## src/design/ifdf_pkg.sv

```systemverilog
package ifdf_pkg;

   localparam int DIM_W = 11;
   localparam int PIX_W = 21;
   localparam int LEN_W = 22;
   localparam int ROW_W = 10;

   localparam logic [DIM_W-1:0] MAX_WIDTH  = 11'd1024;
   localparam logic [DIM_W-1:0] MAX_HEIGHT = 11'd1024;
   localparam logic [LEN_W-1:0] LEN_MAX    = 22'h3FFFFF;
   localparam logic [31:0]      START_MARK = 32'h48414C46;
   localparam logic [31:0]      END_MARK   = 32'h464C4148;

   typedef enum logic [1:0] {
      KIND_IMAGE   = 2'd0,
      KIND_OVERLAY = 2'd1,
      KIND_END     = 2'd2
   } kind_type;

   typedef enum logic [1:0] {
      FMT_MONO = 2'd0,
      FMT_GRAY = 2'd1,
      FMT_RGB  = 2'd2
   } format_type;

   typedef enum logic [1:0] {
      CSR_WIDTH  = 2'd0,
      CSR_HEIGHT = 2'd1,
      CSR_FORMAT = 2'd2,
      CSR_LINES  = 2'd3
   } csr_index_type;

   // One decoded payload or frame-end word handed from the parser to the result stage.
   typedef struct packed {
      kind_type         kind;
      logic             mono;
      logic [7:0]       data;
      logic [LEN_W-1:0] index;
      logic [1:0]       line;
      logic [ROW_W-1:0] row;
      logic [LEN_W-1:0] plen;
   } desc_type;

endpackage

```

## src/design/ifdf_chan_if.sv

```systemverilog
interface ifdf_req_if;
   logic       valid;
   logic       ready;
   logic [7:0] data_byte;

   modport source (output valid, output data_byte, input ready);
   modport sink   (input valid, input data_byte, output ready);
endinterface

interface ifdf_rsp_if;
   logic              valid;
   logic              ready;
   logic [1:0]        kind;
   logic [7:0]        pixel_value;
   logic [21:0]       element_index;
   logic [1:0]        line_number;
   logic [9:0]        row;
   logic signed [7:0] line_x;
   logic [21:0]       payload_length;
   logic              last;

   modport source (output valid, output kind, output pixel_value, output element_index,
                   output line_number, output row, output line_x,
                   output payload_length, output last, input ready);
   modport sink   (input valid, input kind, input pixel_value, input element_index,
                   input line_number, input row, input line_x,
                   input payload_length, input last, output ready);
endinterface

```

## src/design/image_frame_deframer_core.sv

```systemverilog
// Frame deframer: hunts the byte stream for the start marker 48 41 4C 46,
// then passes payload through a four-byte delay line until the end marker
// 46 4C 41 48, so a payload byte yields its result only once three more bytes
// have arrived. Each byte is registered in the input register and its
// result is loaded into the output register once the result stage can take
// it; rsp valid comes straight from that output register. Gray, RGB, overlay
// and frame-end words take one byte per clock while rsp ready stays high; in
// mono format each image byte becomes eight pixel words delivered one per clock
// from the single result register while rsp ready stays high. Configuration
// is picked up by the next byte; it is to be written only while the block is
// idle, which the block itself does not enforce. No clearing pass follows reset.
module image_frame_deframer_core import ifdf_pkg::*; (
   input  logic             clock,
   input  logic             reset,
   ifdf_req_if.sink         req_ch,
   ifdf_rsp_if.source       rsp_ch,
   input  logic             csr_we,
   input  logic [1:0]       csr_index,
   input  logic [DIM_W-1:0] csr_wdata
);

   logic     desc_vld;
   desc_type desc;
   logic     emit_ready;

   ifdf_parse u_parse (
      .clock      (clock),
      .reset      (reset),
      .req_ch     (req_ch),
      .csr_we     (csr_we),
      .csr_index  (csr_index),
      .csr_wdata  (csr_wdata),
      .desc_vld   (desc_vld),
      .desc       (desc),
      .emit_ready (emit_ready)
   );

   ifdf_emit u_emit (
      .clock      (clock),
      .reset      (reset),
      .desc_vld   (desc_vld),
      .desc       (desc),
      .emit_ready (emit_ready),
      .rsp_ch     (rsp_ch)
   );

   // a mono burst steps the pixel index by one each word
   a_burst_step: assert property (@(posedge clock) disable iff (reset)
      rsp_ch.valid && rsp_ch.ready && !rsp_ch.last
      |=> rsp_ch.valid && rsp_ch.element_index == $past(rsp_ch.element_index) + 22'd1)
      else $error("mono burst index did not advance");

   // a non-final word of a burst is always an expanded mono pixel
   a_burst_pixel: assert property (@(posedge clock) disable iff (reset)
      rsp_ch.valid && !rsp_ch.last
      |-> rsp_ch.kind == KIND_IMAGE && (rsp_ch.pixel_value == 8'd0 ||
          rsp_ch.pixel_value == 8'd255))
      else $error("partial burst on a non-mono word");

   // a decoded word waiting on the result stage holds
   a_desc_hold: assert property (@(posedge clock) disable iff (reset)
      desc_vld && !emit_ready |=> desc_vld && $stable(desc))
      else $error("decoded word changed while stalled");

endmodule

```

## src/design/ifdf_parse.sv

```systemverilog
module ifdf_parse import ifdf_pkg::*; (
   input  logic             clock,
   input  logic             reset,
   ifdf_req_if.sink         req_ch,
   input  logic             csr_we,
   input  logic [1:0]       csr_index,
   input  logic [DIM_W-1:0] csr_wdata,
   output logic             desc_vld,
   output desc_type         desc,
   input  logic             emit_ready
);

   logic [DIM_W-1:0] width_ff, height_ff;
   format_type       format_ff;
   logic [1:0]       lines_ff;
   logic [PIX_W-1:0] pix_ff, pix_in;

   logic             in_vld_ff;
   logic [7:0]       in_byte_ff;

   logic             frame_ff, frame_in;
   logic [31:0]      win_ff, win_in;
   logic [2:0]       fill_ff, fill_in;
   logic [LEN_W-1:0] off_ff, off_in;
   logic [1:0]       line_ff, line_in;
   logic [ROW_W-1:0] row_ff, row_in;

   logic [DIM_W-1:0] w_c, h_c;
   logic [LEN_W-1:0] img_len;
   logic [31:0]      win_shift;
   logic [2:0]       fill_inc;
   logic             hit;
   logic             proc;

   always_ff @(posedge clock) begin
      if (reset) begin
         width_ff  <= 11'd128;
         height_ff <= 11'd64;
         format_ff <= FMT_GRAY;
         lines_ff  <= 2'd0;
      end else if (csr_we) begin
         case (csr_index_type'(csr_index))
            CSR_WIDTH:  width_ff  <= csr_wdata;
            CSR_HEIGHT: height_ff <= csr_wdata;
            CSR_FORMAT: format_ff <= format_type'(csr_wdata[1:0]);
            CSR_LINES:  lines_ff  <= csr_wdata[1:0];
            default:    ;
         endcase
      end
   end

   assign w_c    = (width_ff > MAX_WIDTH) ? MAX_WIDTH : width_ff;
   assign h_c    = (height_ff > MAX_HEIGHT) ? MAX_HEIGHT : height_ff;
   assign pix_in = PIX_W'(w_c) * PIX_W'(h_c);

   // The pixel count is registered from the clamped width and height, so it lags
   // a register write; a byte processed before it catches up sees the old product.
   always_ff @(posedge clock) begin
      pix_ff <= pix_in;
   end

   always_comb begin
      case (format_ff)
         FMT_MONO: img_len = {4'd0, pix_ff[PIX_W-1:3]};
         FMT_RGB:  img_len = {1'b0, pix_ff} + {pix_ff, 1'b0};
         default:  img_len = {1'b0, pix_ff};
      endcase
   end

   assign win_shift = {win_ff[23:0], in_byte_ff};
   assign fill_inc  = (fill_ff == 3'd4) ? 3'd4 : fill_ff + 3'd1;

   always_comb begin
      win_in   = win_shift;
      fill_in  = fill_inc;
      frame_in = frame_ff;
      off_in   = off_ff;
      line_in  = line_ff;
      row_in   = row_ff;
      hit      = 1'b0;
      desc     = '0;
      if (!frame_ff) begin
         if (fill_inc == 3'd4 && win_shift == START_MARK) begin
            frame_in = 1'b1;
            win_in   = '0;
            fill_in  = '0;
            off_in   = '0;
            line_in  = '0;
            row_in   = '0;
         end
      end else if (fill_inc == 3'd4) begin
         if (win_shift == END_MARK) begin
            hit       = 1'b1;
            desc.kind = KIND_END;
            desc.plen = off_ff;
            frame_in  = 1'b0;
            win_in    = '0;
            fill_in   = '0;
            off_in    = '0;
            line_in   = '0;
            row_in    = '0;
         end else begin
            // release the oldest byte of the window as payload
            win_in  = {8'd0, win_shift[23:0]};
            fill_in = 3'd3;
            if (off_ff != LEN_MAX) begin
               off_in = off_ff + 22'd1;
               if (off_ff < img_len) begin
                  hit        = 1'b1;
                  desc.kind  = KIND_IMAGE;
                  desc.mono  = (format_ff == FMT_MONO);
                  desc.data  = win_shift[31:24];
                  desc.index = off_ff;
               end else if (h_c != '0 && line_ff < lines_ff) begin
                  hit       = 1'b1;
                  desc.kind = KIND_OVERLAY;
                  desc.data = win_shift[31:24];
                  desc.line = line_ff;
                  desc.row  = row_ff;
                  if ({1'b0, row_ff} + 11'd1 == h_c) begin
                     row_in  = '0;
                     line_in = line_ff + 2'd1;
                  end else begin
                     row_in = row_ff + 10'd1;
                  end
               end
            end
         end
      end
   end

   // a word that yields no result never waits on the result stage
   assign proc         = in_vld_ff && (emit_ready || !hit);
   assign desc_vld     = in_vld_ff && hit;
   assign req_ch.ready = !in_vld_ff || proc;

   always_ff @(posedge clock) begin
      if (reset) begin
         in_vld_ff <= 1'b0;
         frame_ff  <= 1'b0;
         win_ff    <= '0;
         fill_ff   <= '0;
         off_ff    <= '0;
         line_ff   <= '0;
         row_ff    <= '0;
      end else begin
         if (req_ch.ready) begin
            in_vld_ff <= req_ch.valid;
         end
         if (proc) begin
            frame_ff <= frame_in;
            win_ff   <= win_in;
            fill_ff  <= fill_in;
            off_ff   <= off_in;
            line_ff  <= line_in;
            row_ff   <= row_in;
         end
      end
   end

   always_ff @(posedge clock) begin
      if (req_ch.ready && req_ch.valid) begin
         in_byte_ff <= req_ch.data_byte;
      end
   end

endmodule

```

## src/design/ifdf_emit.sv

```systemverilog
module ifdf_emit import ifdf_pkg::*; (
   input  logic      clock,
   input  logic      reset,
   input  logic      desc_vld,
   input  desc_type  desc,
   output logic      emit_ready,
   ifdf_rsp_if.source rsp_ch
);

   logic     out_vld_ff;
   desc_type hold_ff;
   logic [2:0] cnt_ff;
   logic     last_c;

   assign last_c     = !hold_ff.mono || cnt_ff == 3'd7;
   assign emit_ready = !out_vld_ff || (rsp_ch.ready && last_c);

   always_ff @(posedge clock) begin
      if (reset) begin
         out_vld_ff <= 1'b0;
         cnt_ff     <= '0;
      end else if (desc_vld && emit_ready) begin
         out_vld_ff <= 1'b1;
         cnt_ff     <= '0;
      end else if (out_vld_ff && rsp_ch.ready) begin
         // advance through a mono burst, drop the word after its last pixel
         if (last_c) begin
            out_vld_ff <= 1'b0;
         end else begin
            cnt_ff <= cnt_ff + 3'd1;
         end
      end
   end

   always_ff @(posedge clock) begin
      if (desc_vld && emit_ready) begin
         hold_ff <= desc;
      end
   end

   always_comb begin
      rsp_ch.valid          = out_vld_ff;
      rsp_ch.kind           = hold_ff.kind;
      rsp_ch.pixel_value    = 8'd0;
      rsp_ch.element_index  = '0;
      rsp_ch.line_x         = 8'sd0;
      rsp_ch.line_number    = hold_ff.line;
      rsp_ch.row            = hold_ff.row;
      rsp_ch.payload_length = hold_ff.plen;
      rsp_ch.last           = last_c;
      if (hold_ff.kind == KIND_IMAGE) begin
         if (hold_ff.mono) begin
            rsp_ch.pixel_value   = {8{hold_ff.data[3'd7 - cnt_ff]}};
            rsp_ch.element_index = {hold_ff.index[LEN_W-4:0], cnt_ff};
         end else begin
            rsp_ch.pixel_value   = hold_ff.data;
            rsp_ch.element_index = hold_ff.index;
         end
      end
      if (hold_ff.kind == KIND_OVERLAY) begin
         rsp_ch.line_x = signed'(hold_ff.data);
      end
   end

endmodule

```

## src/flat_wrapper.sv

```systemverilog
// flat-port wrapper written by rule: the top's interface ports become plain ports
module image_frame_deframer_core_flat import ifdf_pkg::*;
  (clock, reset, csr_we, csr_index, csr_wdata, req_ch_valid, req_ch_data_byte, req_ch_ready, rsp_ch_valid, rsp_ch_kind, rsp_ch_pixel_value, rsp_ch_element_index, rsp_ch_line_number, rsp_ch_row, rsp_ch_line_x, rsp_ch_payload_length, rsp_ch_last, rsp_ch_ready);
  ifdf_req_if req_ch_i ();
  ifdf_rsp_if rsp_ch_i ();
  input  logic clock;
  input  logic reset;
  input  logic csr_we;
  input  logic [1:0] csr_index;
  input  logic [DIM_W-1:0] csr_wdata;
  input wire logic [$bits(req_ch_i.valid)-1:0] req_ch_valid;
  input wire logic [$bits(req_ch_i.data_byte)-1:0] req_ch_data_byte;
  output wire logic [$bits(req_ch_i.ready)-1:0] req_ch_ready;
  output wire logic [$bits(rsp_ch_i.valid)-1:0] rsp_ch_valid;
  output wire logic [$bits(rsp_ch_i.kind)-1:0] rsp_ch_kind;
  output wire logic [$bits(rsp_ch_i.pixel_value)-1:0] rsp_ch_pixel_value;
  output wire logic [$bits(rsp_ch_i.element_index)-1:0] rsp_ch_element_index;
  output wire logic [$bits(rsp_ch_i.line_number)-1:0] rsp_ch_line_number;
  output wire logic [$bits(rsp_ch_i.row)-1:0] rsp_ch_row;
  output wire logic [$bits(rsp_ch_i.line_x)-1:0] rsp_ch_line_x;
  output wire logic [$bits(rsp_ch_i.payload_length)-1:0] rsp_ch_payload_length;
  output wire logic [$bits(rsp_ch_i.last)-1:0] rsp_ch_last;
  input wire logic [$bits(rsp_ch_i.ready)-1:0] rsp_ch_ready;
  assign req_ch_i.valid = req_ch_valid;
  assign req_ch_i.data_byte = req_ch_data_byte;
  assign req_ch_ready = req_ch_i.ready;
  assign rsp_ch_valid = rsp_ch_i.valid;
  assign rsp_ch_kind = rsp_ch_i.kind;
  assign rsp_ch_pixel_value = rsp_ch_i.pixel_value;
  assign rsp_ch_element_index = rsp_ch_i.element_index;
  assign rsp_ch_line_number = rsp_ch_i.line_number;
  assign rsp_ch_row = rsp_ch_i.row;
  assign rsp_ch_line_x = rsp_ch_i.line_x;
  assign rsp_ch_payload_length = rsp_ch_i.payload_length;
  assign rsp_ch_last = rsp_ch_i.last;
  assign rsp_ch_i.ready = rsp_ch_ready;
  image_frame_deframer_core u_core (.clock(clock), .reset(reset), .req_ch(req_ch_i), .rsp_ch(rsp_ch_i), .csr_we(csr_we), .csr_index(csr_index), .csr_wdata(csr_wdata));
endmodule
```

## config.mk

```make
export PLATFORM = sky130hd
export DESIGN_NAME = image_frame_deframer_core_flat
export DESIGN_NICKNAME = d
export VERILOG_FILES = /design/src/design/ifdf_pkg.sv /design/src/design/ifdf_chan_if.sv /design/src/design/image_frame_deframer_core.sv /design/src/design/ifdf_parse.sv /design/src/design/ifdf_emit.sv /design/src/flat_wrapper.sv
export SDC_FILE = /design/constraint.sdc
export NUM_CORES = 1
export LEC_CHECK = 0
export BUFFER_PORTS_ARGS = -buffer_cell sky130_fd_sc_hd__buf_4
export CAP_MARGIN = 40
export CORE_AREA = 2 2 183 185
export DETAILED_ROUTE_END_ITERATION = 12
export DIE_AREA = 0 0 185 187
export GPL_TIMING_DRIVEN = 0
export PLACE_DENSITY = 0.6
export SYNTH_ARGS = -nofsm -noshare
export SYNTH_HDL_FRONTEND = slang
export SYNTH_SLANG_ARGS = --single-unit
```

## constraint.sdc

```tcl
create_clock -name clock -period 11.9 [get_ports clock]
set_input_delay 0.595 -clock clock [delete_from_list [all_inputs] [get_ports clock]]
set_output_delay 0.595 -clock clock [all_outputs]
set_load 0.05 [all_outputs]
```

==> impl_metrics.yaml, run 1 <==
pwr:
  clkPwrFrac_pct: 39.9
  total_power_mw: 1.412
  p_switching_uw: 371.7
  p_comb_share_pct: 11.0
  ir_drop_v: 0.00009909
  leakagePower_nw: 7.164
  seqPwrFrac_pct: 49.2
  power.share.switching_pct: 26.33
  power.density_mw_per_mm2: 86.05
  intPower_mw: 1.040
global_route:
  overflow: 0
  grt_start_max_net_pins: 18
  grt_usage_pct: 21.32
  grt_pass1_vias: 11360
  antenna_found_initial: 0
  grt_pass1_wl_um: 59080
routing:
  drt_first_pass_iters: 5
  drt-total-wl_um: 36310
  drtAntennaViolNets: 0
  first_iter_violations: 786
  viasPerCell: 5.344
  wl_per_cell_um: 16.44
  drcViolationCount: 0
  vias: 11810
min_path:
  holdCritPathClass: "input pin to register"
synth:
  yosys.area_share.simple_pct: 22.15
  avgSynthCellArea_um2: 8.916
  muxShareOfSynthArea_pct: 5.073
  syn-cell-area_mm2: 0.01445
  synth_seq_area_share_pct: 31.37
  ys_ff_latch: 189
  synth_nets: 1832
  netlist-cell-type-count: 81
  synth-edff-count: 75
  synth_top_family_by_area: "simple AND/OR/NAND/NOR gates"
  yosysWarnings: 0
  syn_inst: 1621
  synth_fa_ha_area_share_pct: 20.17
  ys.flop_type: "dfxtp_1"
  synth_compound_area_share_pct: 10.89
  synth-async-reset-ratio_pct: 0
  synth_xor_area_share_pct: 3.073
floorplan:
  die-area_mm2: 0.03460
  initial_core_util_pct: 43.98
  die_w_um: 185
  rows: 67
  boundaryPins: 103
  core_area_mm2: 0.03286
  die_h_um: 187
clocking:
  clock_sinks: 189
  cts-root-buf: "clkbuf_16"
  ctsResizeCount: 0
  cts_tree: "yes"
  clk_pin_slew_ps: 70
  clock_latency_ps: 440
  hold_buffers: 0
  post_cts_buffers: 0
  htree_levels: 4
  cts_buffer_depth: 2
  cts_buffers: 17
finish:
  antennaDiodeCount: 0
  syn_to_final_growth_pct: 13.51
  final_nets: 1959
  post_route_cells_drive_above_1_share_pct: 12.55
placement:
  port-buffer-count: 102
  place_hpwl_um: 29160
  gp_congestion: 0.9035
worst_setup_path:
  cp-start-kind: "register"
  crit_path_max_fanout: 13
  crit_path_end_kind: "register"
  crit_required_ps: 12050
  path_class: "register to register"
  crit_arrival_ps: 7310
timing:
  fin_worst_skew_ps: 13.45
  setup_viol: 0
  relSlewSlack_pct: 42.29
  finalCritPeriodShare_pct: 60.20
  rsz0062_at_grt: "no"
  final_hold_viol_count: 0
  fmax_mhz: 139.6
  worstMarginPinSlew_ps: 861.0
  tns_ps: 0
  period_needed_ps: 7163
  drv_slew: 0
run:
  max-cap-violations: 0
run_status:
  status: "completed"
## critical path: stages, from the launching register on
cell and delay (ps):
dfxtp_1 350, ha_1 380, nand3_1 90, o211ai_1 300, o221ai_1 310, or3_1 470, a21oi_1 220, a41o_1 240
mux2_2 340, a221oi_1 320, ha_1 320, nand4_1 120, nor2_1 50, a221oi_1 330, o21ai_0 330, o21ai_1 500
a21oi_1 250, nor3_2 750, buf_4 350, buf_4 230, buf_4 230, buf_6 180, buf_4 210
## cells in the final DEF, fill, tap and decap left out, types with 13 or more instances in the layout
cell type / n
nand2b_1: 22
clkbuf_1: 51
o21ai_0: 37
and2_1: 18
a211oi_1: 16
nand3_1: 36
nor2b_1: 25
ha_1: 105
and3_1: 69
nand3b_1: 19
edfxtp_1: 75
xnor2_1: 38
buf_4: 146
nand4_1: 17
nor2_1: 184
mux2i_1: 62
nand2_1: 171
a21oi_1: 106
fa_1: 80
dfxtp_1: 114
nor3_1: 24
o21a_1: 13
clkbuf_16: 17
inv_1: 126
## sequential cells by signal, indices dropped and copies added, names as in the netlist, 3 cells and up
signal / cells
u_core.u_emit.rsp_ch.payload_length: 22
u_core.u_emit.rsp_ch.row: 10
u_core.u_parse.pix_ff: 21
u_core.u_emit.hold_ff: 31
u_core.u_parse.win_ff: 24
u_core.u_parse.width_ff: 11
u_core.u_parse.row_ff: 10
u_core.u_parse.in_byte_ff: 8
u_core.u_parse.fill_ff: 3
u_core.u_parse.off_ff: 22
u_core.u_parse.height_ff: 11
u_core.u_emit.cnt_ff: 3
## cell type report
type	instances	area [um2]
plain buffers	106	569.3
clock buffers	20	446.7
clock inverters	12	128.9
fillers	3176	16460
inverters	128	480.5
multi-input cells	1198	8874
flip-flops and latches	189	4534
well taps	448	560.5
repair buffers	108	812.0
## path summary, 6_finish.rpt
check                                              start                                         to  slack (ps)  cells after the start
setup / recovery        u_core.u_parse.pix_ff[4]$_DFF_P_  u_core.u_emit.rsp_ch.row[8]$_SDFFCE_PP0P_        4740                     22
hold reg to reg   u_core.u_parse.win_ff[14]$_SDFFE_PP0P_     u_core.u_parse.win_ff[14]$_SDFFE_PP0P_         470                      2
setup reg to reg        u_core.u_parse.pix_ff[4]$_DFF_P_  u_core.u_emit.rsp_ch.row[8]$_SDFFCE_PP0P_        4740                     22
hold / removal                       req_ch_data_byte[3]     u_core.u_parse.in_byte_ff[3]$_DFFE_PP_         320                      1
## per-stage QoR
stage | cells | hold slack (ps) | setup slack (ps) | instance area (um2) | util, %
2_1_floorplan | 1621 | 435.7 | 2917 | 14450 | -
3_3_place_gp | 2171 | 452.1 | 459.4 | 15780 | 48.02
3_5_place_dp | 2177 | 460.3 | 4814 | 15830 | 48.17
4_1_cts | 2209 | 309.7 | 4774 | 16410 | 49.92
5_1_grt | 2209 | 303.9 | 4237 | 16410 | 49.92
6_report | 2209 | 324.2 | 4737 | 16410 | 49.92
## power by group through the flow
stage               Combinational [mW]  Clock, mW  Sequential (mW)
floorplan                        0.111          0            0.703
global placement                 0.151          0            0.709
detailed placement               0.154          0            0.709
CTS                              0.154      0.575            0.694
global route                     0.174      0.603            0.696
finish                           0.155      0.563            0.694
## cells by family after synthesis
group / after synthesis
xor+xnor: 49
buf+inv: 234
mux: 70
fa+ha+maj: 185
simple gates: 644
compound gates: 250
flops: 189
## synthesized netlist by cell type (4+ instances only)
cell type	count	area, um2
or3_1	7	43.79
xnor2_1	38	332.8
or4_1	7	52.55
nand4_1	17	106.4
o41ai_1	4	35.03
o21a_1	13	97.59
buf_2	11	55.05
o31ai_1	7	52.55
buf_1	5	18.77
nor4_1	7	43.79
o211ai_1	11	82.58
edfxtp_1	75	2252
buf_4	40	300.3
fa_1	80	1602
and2_1	18	112.6
o21ai_0	37	185.2
nor4bb_1	6	60.06
mux2i_1	62	620.6
inv_1	126	473.0
nand3_1	36	180.2
dfxtp_1	114	2282
a31oi_1	5	31.28
xor2_1	10	87.58
nand2b_1	22	137.6
a21oi_1	106	530.5
a21boi_0	4	30.03
nor2b_1	25	156.4
nor3b_1	4	30.03
nand2_1	171	641.9
nor3_1	25	125.1
nor2_1	184	690.7
mux2_2	6	67.56
ha_1	105	1314
clkbuf_1	49	183.9
nand3b_1	19	142.6
and3_1	69	431.7
a211oi_1	16	120.1
a21o_1	10	75.07
or2_2	8	50.05
## routing by layer
layer | track usage, % | vias up | share of wire (%)
met4 | 5.891 | 0 | 2.0
li1 | - | 5800 | -
met2 | 34.56 | 282 | 47
met3 | 3.602 | 47 | 4.7
met1 | 29.36 | 5676 | 46
met5 | 0 | - | 0
Note: power is estimated with default switching activity, not from simulation.
==> run 2, diff against run 1 <==
Clock period 11.9 ns to 7 ns, I/O delays scaled along.
==> impl_metrics.yaml, run 2 (synthesis results as in run 1) <==
global_route:
  grt_usage_pct: 21.51
  overflow: 0
  top_usage_layer: "met2"
  grt_pass1_wl_um: 59820
  grt_start_max_net_pins: 21
  grt_pass1_vias: 11530
  grt_util_met2_pct: 35.26
  grt.met3_usage_pct: 3.407
  antenna_found_initial: 0
  met1_usage_pct: 29.60
min_path:
  holdCritPathClass: "input pin to register"
  hp-start: "req_ch_data_byte[3]"
pwr:
  intPower_mw: 1.824
  seqPwrFrac_pct: 48.4
  leakagePower_nw: 7.194
  power.density_mw_per_mm2: 148.1
  power.share.switching_pct: 25.31
  p_comb_share_pct: 10.8
  clkPwrFrac_pct: 40.8
  ir_drop_v: 0.0001721
  p_switching_uw: 617.9
placement:
  place_ws_ps: 694.0
  port-buffer-count: 102
  dp.cells: 2177
  placed_area_mm2: 0.01589
  gp_congestion: 0.9128
  place_hpwl_um: 29100
finish:
  fillerInstances: 3187
  multi_input_area_mm2: 0.008880
  finalNonFillerCells: 2209
  final_cell_mix: "nor2_1, nand2_1, buf_4, inv_1, dfxtp_1"
  reg_top3: "u_core.u_emit.hold_ff x31, u_core.u_parse.win_ff x24"
  post-route-util_pct: 50.18
  regArea_mm2: 0.004534
  final_common_cell: "nor2_1"
  final_nets: 1959
  largest_register: "u_core.u_emit.hold_ff"
  largest_reg_flops: 31
  antennaDiodeCount: 0
  fin_area_mm2: 0.01649
  post_route_cells_drive_above_1_share_pct: 12.55
  syn_to_final_growth_pct: 14.09
routing:
  drcViolationCount: 0
  drt-total-wl_um: 36290
  drt_first_pass_iters: 5
  drtAntennaViolNets: 0
  wl_per_cell_um: 16.43
  viasPerCell: 5.316
  vias: 11740
  first_iter_violations: 856
clocking:
  cts_tree: "yes"
  htree_levels: 4
  cts-root-buf: "clkbuf_16"
  cts_buffers: 17
  cts_buffer_depth: 2
  clk_pin_slew_ps: 70
  clock_sinks: 189
  hold_buffers: 0
  clock_latency_ps: 440
floorplan:
  initial_core_util_pct: 43.98
  core_area_mm2: 0.03286
  rows: 67
  die-area_mm2: 0.03460
  boundaryPins: 103
  die_w_um: 185
  die_h_um: 187
timing:
  finalCritPeriodShare_pct: 89.17
  rsz0062_at_grt: "no"
  drv_slew: 0
  period_needed_ps: 6242
  setup_ws_ps: 758.0
  final_hold_viol_count: 0
  setup_viol: 0
  worstMarginPinSlew_ps: 760.8
  relSlewSlack_pct: 49.18
  holdWs_ps: 82.88
  fin_worst_skew_ps: 11.92
  fmax_mhz: 160.2
worst_setup_path:
  crit_path_max_fanout: 10
  path_class: "register to register"
  crit_required_ps: 7350
  r2r_start: "u_core.u_parse.height_ff[10]$_SDFFE_PP0P_"
  crit_path_end_kind: "register"
  cp-startpoint: "u_core.u_parse.height_ff[10]$_SDFFE_PP0P_"
  crit_arrival_ps: 6590
  cp-start-kind: "register"
run:
  max-cap-violations: 0
run_status:
  status: "completed"
[run 2: changes by cell type in the layout (fill, tap and decap cells not counted), moves of 2 or more]
cell / delta
bufinv_16: +2
buf_8: +2
clkinv_2: +2
buf_16: +2
buf_4: -4
clkinvlp_4: -2
inv_6: -2
[run 2: layer usage]
metal,part of all wire (%),vias to the layer above
li1,-,5800
met1,46,5629
met2,47,279
met3,4.9,34
met4,1.7,0
met5,0,-
[run 2: final cells by class]
class,instances,share of cell area [%]
Multi-Input combinational cell,1198,53.85
Sequential cell,189,27.50
Timing Repair Buffer,108,5.259
Buffer,106,3.453
Tap cell,448,3.400
Inverter,128,2.914
Clock buffer,19,2.626
Clock inverter,13,0.9941
[run 2: timing repair]
item                                    CTS  global route
gates resized for setup                   0             1
setup buffers                             0             0
endpoints found under the setup margin    0             1
[run 2: critical path: stages (launching register included)]
cell and delay, ps:
dfxtp_1 320, buf_4 170, clkinv_1 200, clkbuf_1 490
nand2_1 360, nor2_1 220, fa_1 460, fa_1 480
fa_1 540, fa_1 540, inv_1 50, fa_1 530
inv_1 40, ha_1 340, or2_2 130, a21oi_1 70
a211oi_1 330, nor3_1 120, o41ai_1 390, a21oi_1 140
xnor2_1 220
[run 2: worst paths after layout]
kind                                            end  slack, ps  cells past startpoint
max               u_core.u_parse.pix_ff[20]$_DFF_P_        760                     20
min reg2reg  u_core.u_parse.win_ff[22]$_SDFFE_PP0P_        470                      2
min          u_core.u_parse.in_byte_ff[3]$_DFFE_PP_         80                      1
max reg2reg       u_core.u_parse.pix_ff[20]$_DFF_P_        760                     20
[run 2: through the flow]
step	TNS, ps	total power [mW]
floorplan	0	1.383
global placement	-114810	1.461
detailed placement	0	1.466
CTS	0	2.455
global route	0	2.539
finish	0	2.442
[run 2: power by group through the flow]
| stage | registers (mW) | clock network [mW] | logic [mW] |
|---|---|---|---|
| floorplan | 1.19 | 0 | 0.188 |
| global placement | 1.20 | 0 | 0.256 |
| detailed placement | 1.20 | 0 | 0.261 |
| CTS | 1.18 | 1.01 | 0.263 |
| global route | 1.18 | 1.06 | 0.295 |
| finish | 1.18 | 0.997 | 0.264 |
==> run 3, diff against run 2 <==
Settings changed: ABC_AREA from default to 1.
==> impl_metrics.yaml, run 3 <==
run_status:
  status: "completed"
global_route:
  antenna_found_initial: 0
  grt_pass1_vias: 12510
  grt_start_max_net_pins: 25
  grt_usage_pct: 22.64
  grt_pass1_wl_um: 62300
  overflow: 0
timing:
  worstMarginPinSlew_ps: 724.8
  fmax_mhz: 155.4
  fin_worst_skew_ps: 12.70
  drv_slew: 0
  finalCritPeriodShare_pct: 91.95
  final_hold_viol_count: 0
  setup_viol: 0
  relSlewSlack_pct: 51.31
  tns_ps: 0
  period_needed_ps: 6436
  holdWs_ps: 85.20
  rsz0062_at_grt: "no"
worst_setup_path:
  path_class: "register to register"
  crit_path_max_fanout: 8
  crit_path_end_kind: "register"
  cp-start-kind: "register"
  crit_required_ps: 7370
  crit_arrival_ps: 6800
clocking:
  htree_levels: 4
  hold_buffers: 0
  cts_buffer_depth: 2
  cts_tree: "yes"
  clock_sinks: 189
  clock_latency_ps: 440
  cts_buffers: 17
  cts-root-buf: "clkbuf_16"
  clk_pin_slew_ps: 80
finish:
  syn_to_final_growth_pct: 13.86
  largest_register: "u_core.u_emit.hold_ff"
  final_nets: 2215
  finalNonFillerCells: 2465
  final_cell_mix: "nand2_1, nor2_1, inv_1, buf_4, a21oi_1"
  antennaDiodeCount: 0
  final_common_cell: "nand2_1"
  largest_reg_flops: 31
  post_route_cells_drive_above_1_share_pct: 11.55
  reg_top3: "u_core.u_emit.hold_ff x31, u_core.u_parse.win_ff x24"
routing:
  first_iter_violations: 677
  drcViolationCount: 0
  viasPerCell: 5.100
  drt_first_pass_iters: 5
  drt-total-wl_um: 37700
  drtAntennaViolNets: 0
  vias: 12570
  wl_per_cell_um: 15.29
synth:
  synthMostInstantiatedCell: "nand2_1"
  yosysWarnings: 0
  synth_top_area_share_pct: 15.68
  ys_ff_latch: 189
  synth_commonest_cells: "nand2_1, nor2_1, inv_1, a21oi_1, dfxtp_1"
  netlist-cell-type-count: 53
  synth-async-reset-ratio_pct: 0
  ys_top_cells_by_area: "dfxtp_1, edfxtp_1, fa_1, ha_1, nand2_1"
  syn-cell-area_mm2: 0.01455
  synth_seq_area_share_pct: 31.16
  synth_nets: 2091
  ys.flop_type: "dfxtp_1"
  synth-edff-count: 75
  avgSynthCellArea_um2: 7.741
  syn_inst: 1880
  synth_top_cell_by_area: "dfxtp_1"
pwr:
  ir_drop_v: 0.0001415
  total_power_mw: 2.653
  leakagePower_nw: 7.398
  power.density_mw_per_mm2: 160.1
placement:
  dp.cells: 2433
  gp_congestion: 0.9264
  port-buffer-count: 102
  place_hpwl_um: 30610
floorplan:
  die_h_um: 187
  die_w_um: 185
  core_area_mm2: 0.03286
  boundaryPins: 103
  initial_core_util_pct: 44.29
  rows: 67
  die-area_mm2: 0.03460
run:
  max-cap-violations: 0
min_path:
  holdCritPathClass: "input pin to register"
[run 3: worst paths after layout]
path                            slack (ps)                                      from  cells after the start                                 endpoint
worst max register to register         560  u_core.u_parse.width_ff[10]$_SDFFE_PP0P_                     22        u_core.u_parse.pix_ff[19]$_DFF_P_
worst min-delay path                    90                       req_ch_data_byte[3]                      1   u_core.u_parse.in_byte_ff[3]$_DFFE_PP_
worst max-delay path                   560  u_core.u_parse.width_ff[10]$_SDFFE_PP0P_                     22        u_core.u_parse.pix_ff[19]$_DFF_P_
worst min register to register         460   u_core.u_parse.lines_ff[0]$_SDFFE_PP0P_                      2  u_core.u_parse.lines_ff[0]$_SDFFE_PP0P_
[run 3: kinds of logic after synthesis]
logic type,share of synthesized area [%]
buf+inv,10.79
compound gates,10.08
fa+ha+maj,20.03
simple gates,24.45
flops,31.16
xor+xnor,3.430
mux,0.06878
[run 3: power breakdown]
| group | switching [mW] | leakage [nW] | internal [mW] |
|---|---|---|---|
| logic | 0.262 | 5.63 | 0.157 |
| clock network | 0.458 | 0.298 | 0.570 |
| registers | 0.0368 | 1.47 | 1.17 |
| total | 0.757 | 7.40 | 1.90 |
[run 3: area by class of cell]
type	instances	area [um2]
Tap cell	448	560.5
Clock inverter	15	190.2
Sequential cell	189	4534
Timing Repair Buffer	105	825.8
Inverter	274	1031
Multi-Input combinational cell	1328	8464
Clock buffer	17	425.4
Buffer	89	539.3
Fill cell	3316	16290
[run 3: routing by layer]
layer  wire length [um]  global-route usage (%)  vias up  share of wire (%)
met5                  0                       0        -                  0
met4               1170                   8.455        0                3.1
met3               1427                   2.375       73                3.8
met2              18500                   39.93      297                 49
met1              16600                   28.42     5875                 44
li1                   -                       -     6327                  -
[run 3: metrics by stage]
stage | cell area (um2) | util [%] | setup slack, ps
after global routing | 16570 | 50.43 | 51.19
after detailed placement | 15950 | 48.53 | 529.6
after global placement | 15880 | 48.32 | -1218
after CTS | 16560 | 50.40 | 500.3
after floorplan | 14550 | - | 574.3
final | 16570 | 50.43 | 563.7
[run 3: repair_timing]
action	in CTS	in global routing
endpoints found under the hold margin	0	0
gates resized for setup	0	4
buffers inserted	0	0
endpoints found under the setup margin	0	1
[run 3: worst max-delay path, stage by stage (launching register included)]
cell	delay [ps]
dfxtp_1	450
inv_1	240
a21oi_1	270
clkinv_1	280
nand2_1	330
inv_1	200
nand2_1	120
fa_1	440
fa_1	500
inv_1	60
fa_1	500
fa_1	540
inv_1	50
fa_1	520
inv_1	40
ha_1	370
nand4_1	110
o21ai_0	370
a31oi_1	230
o21ai_1	270
nand2_1	100
o21ai_0	190
xor2_1	170
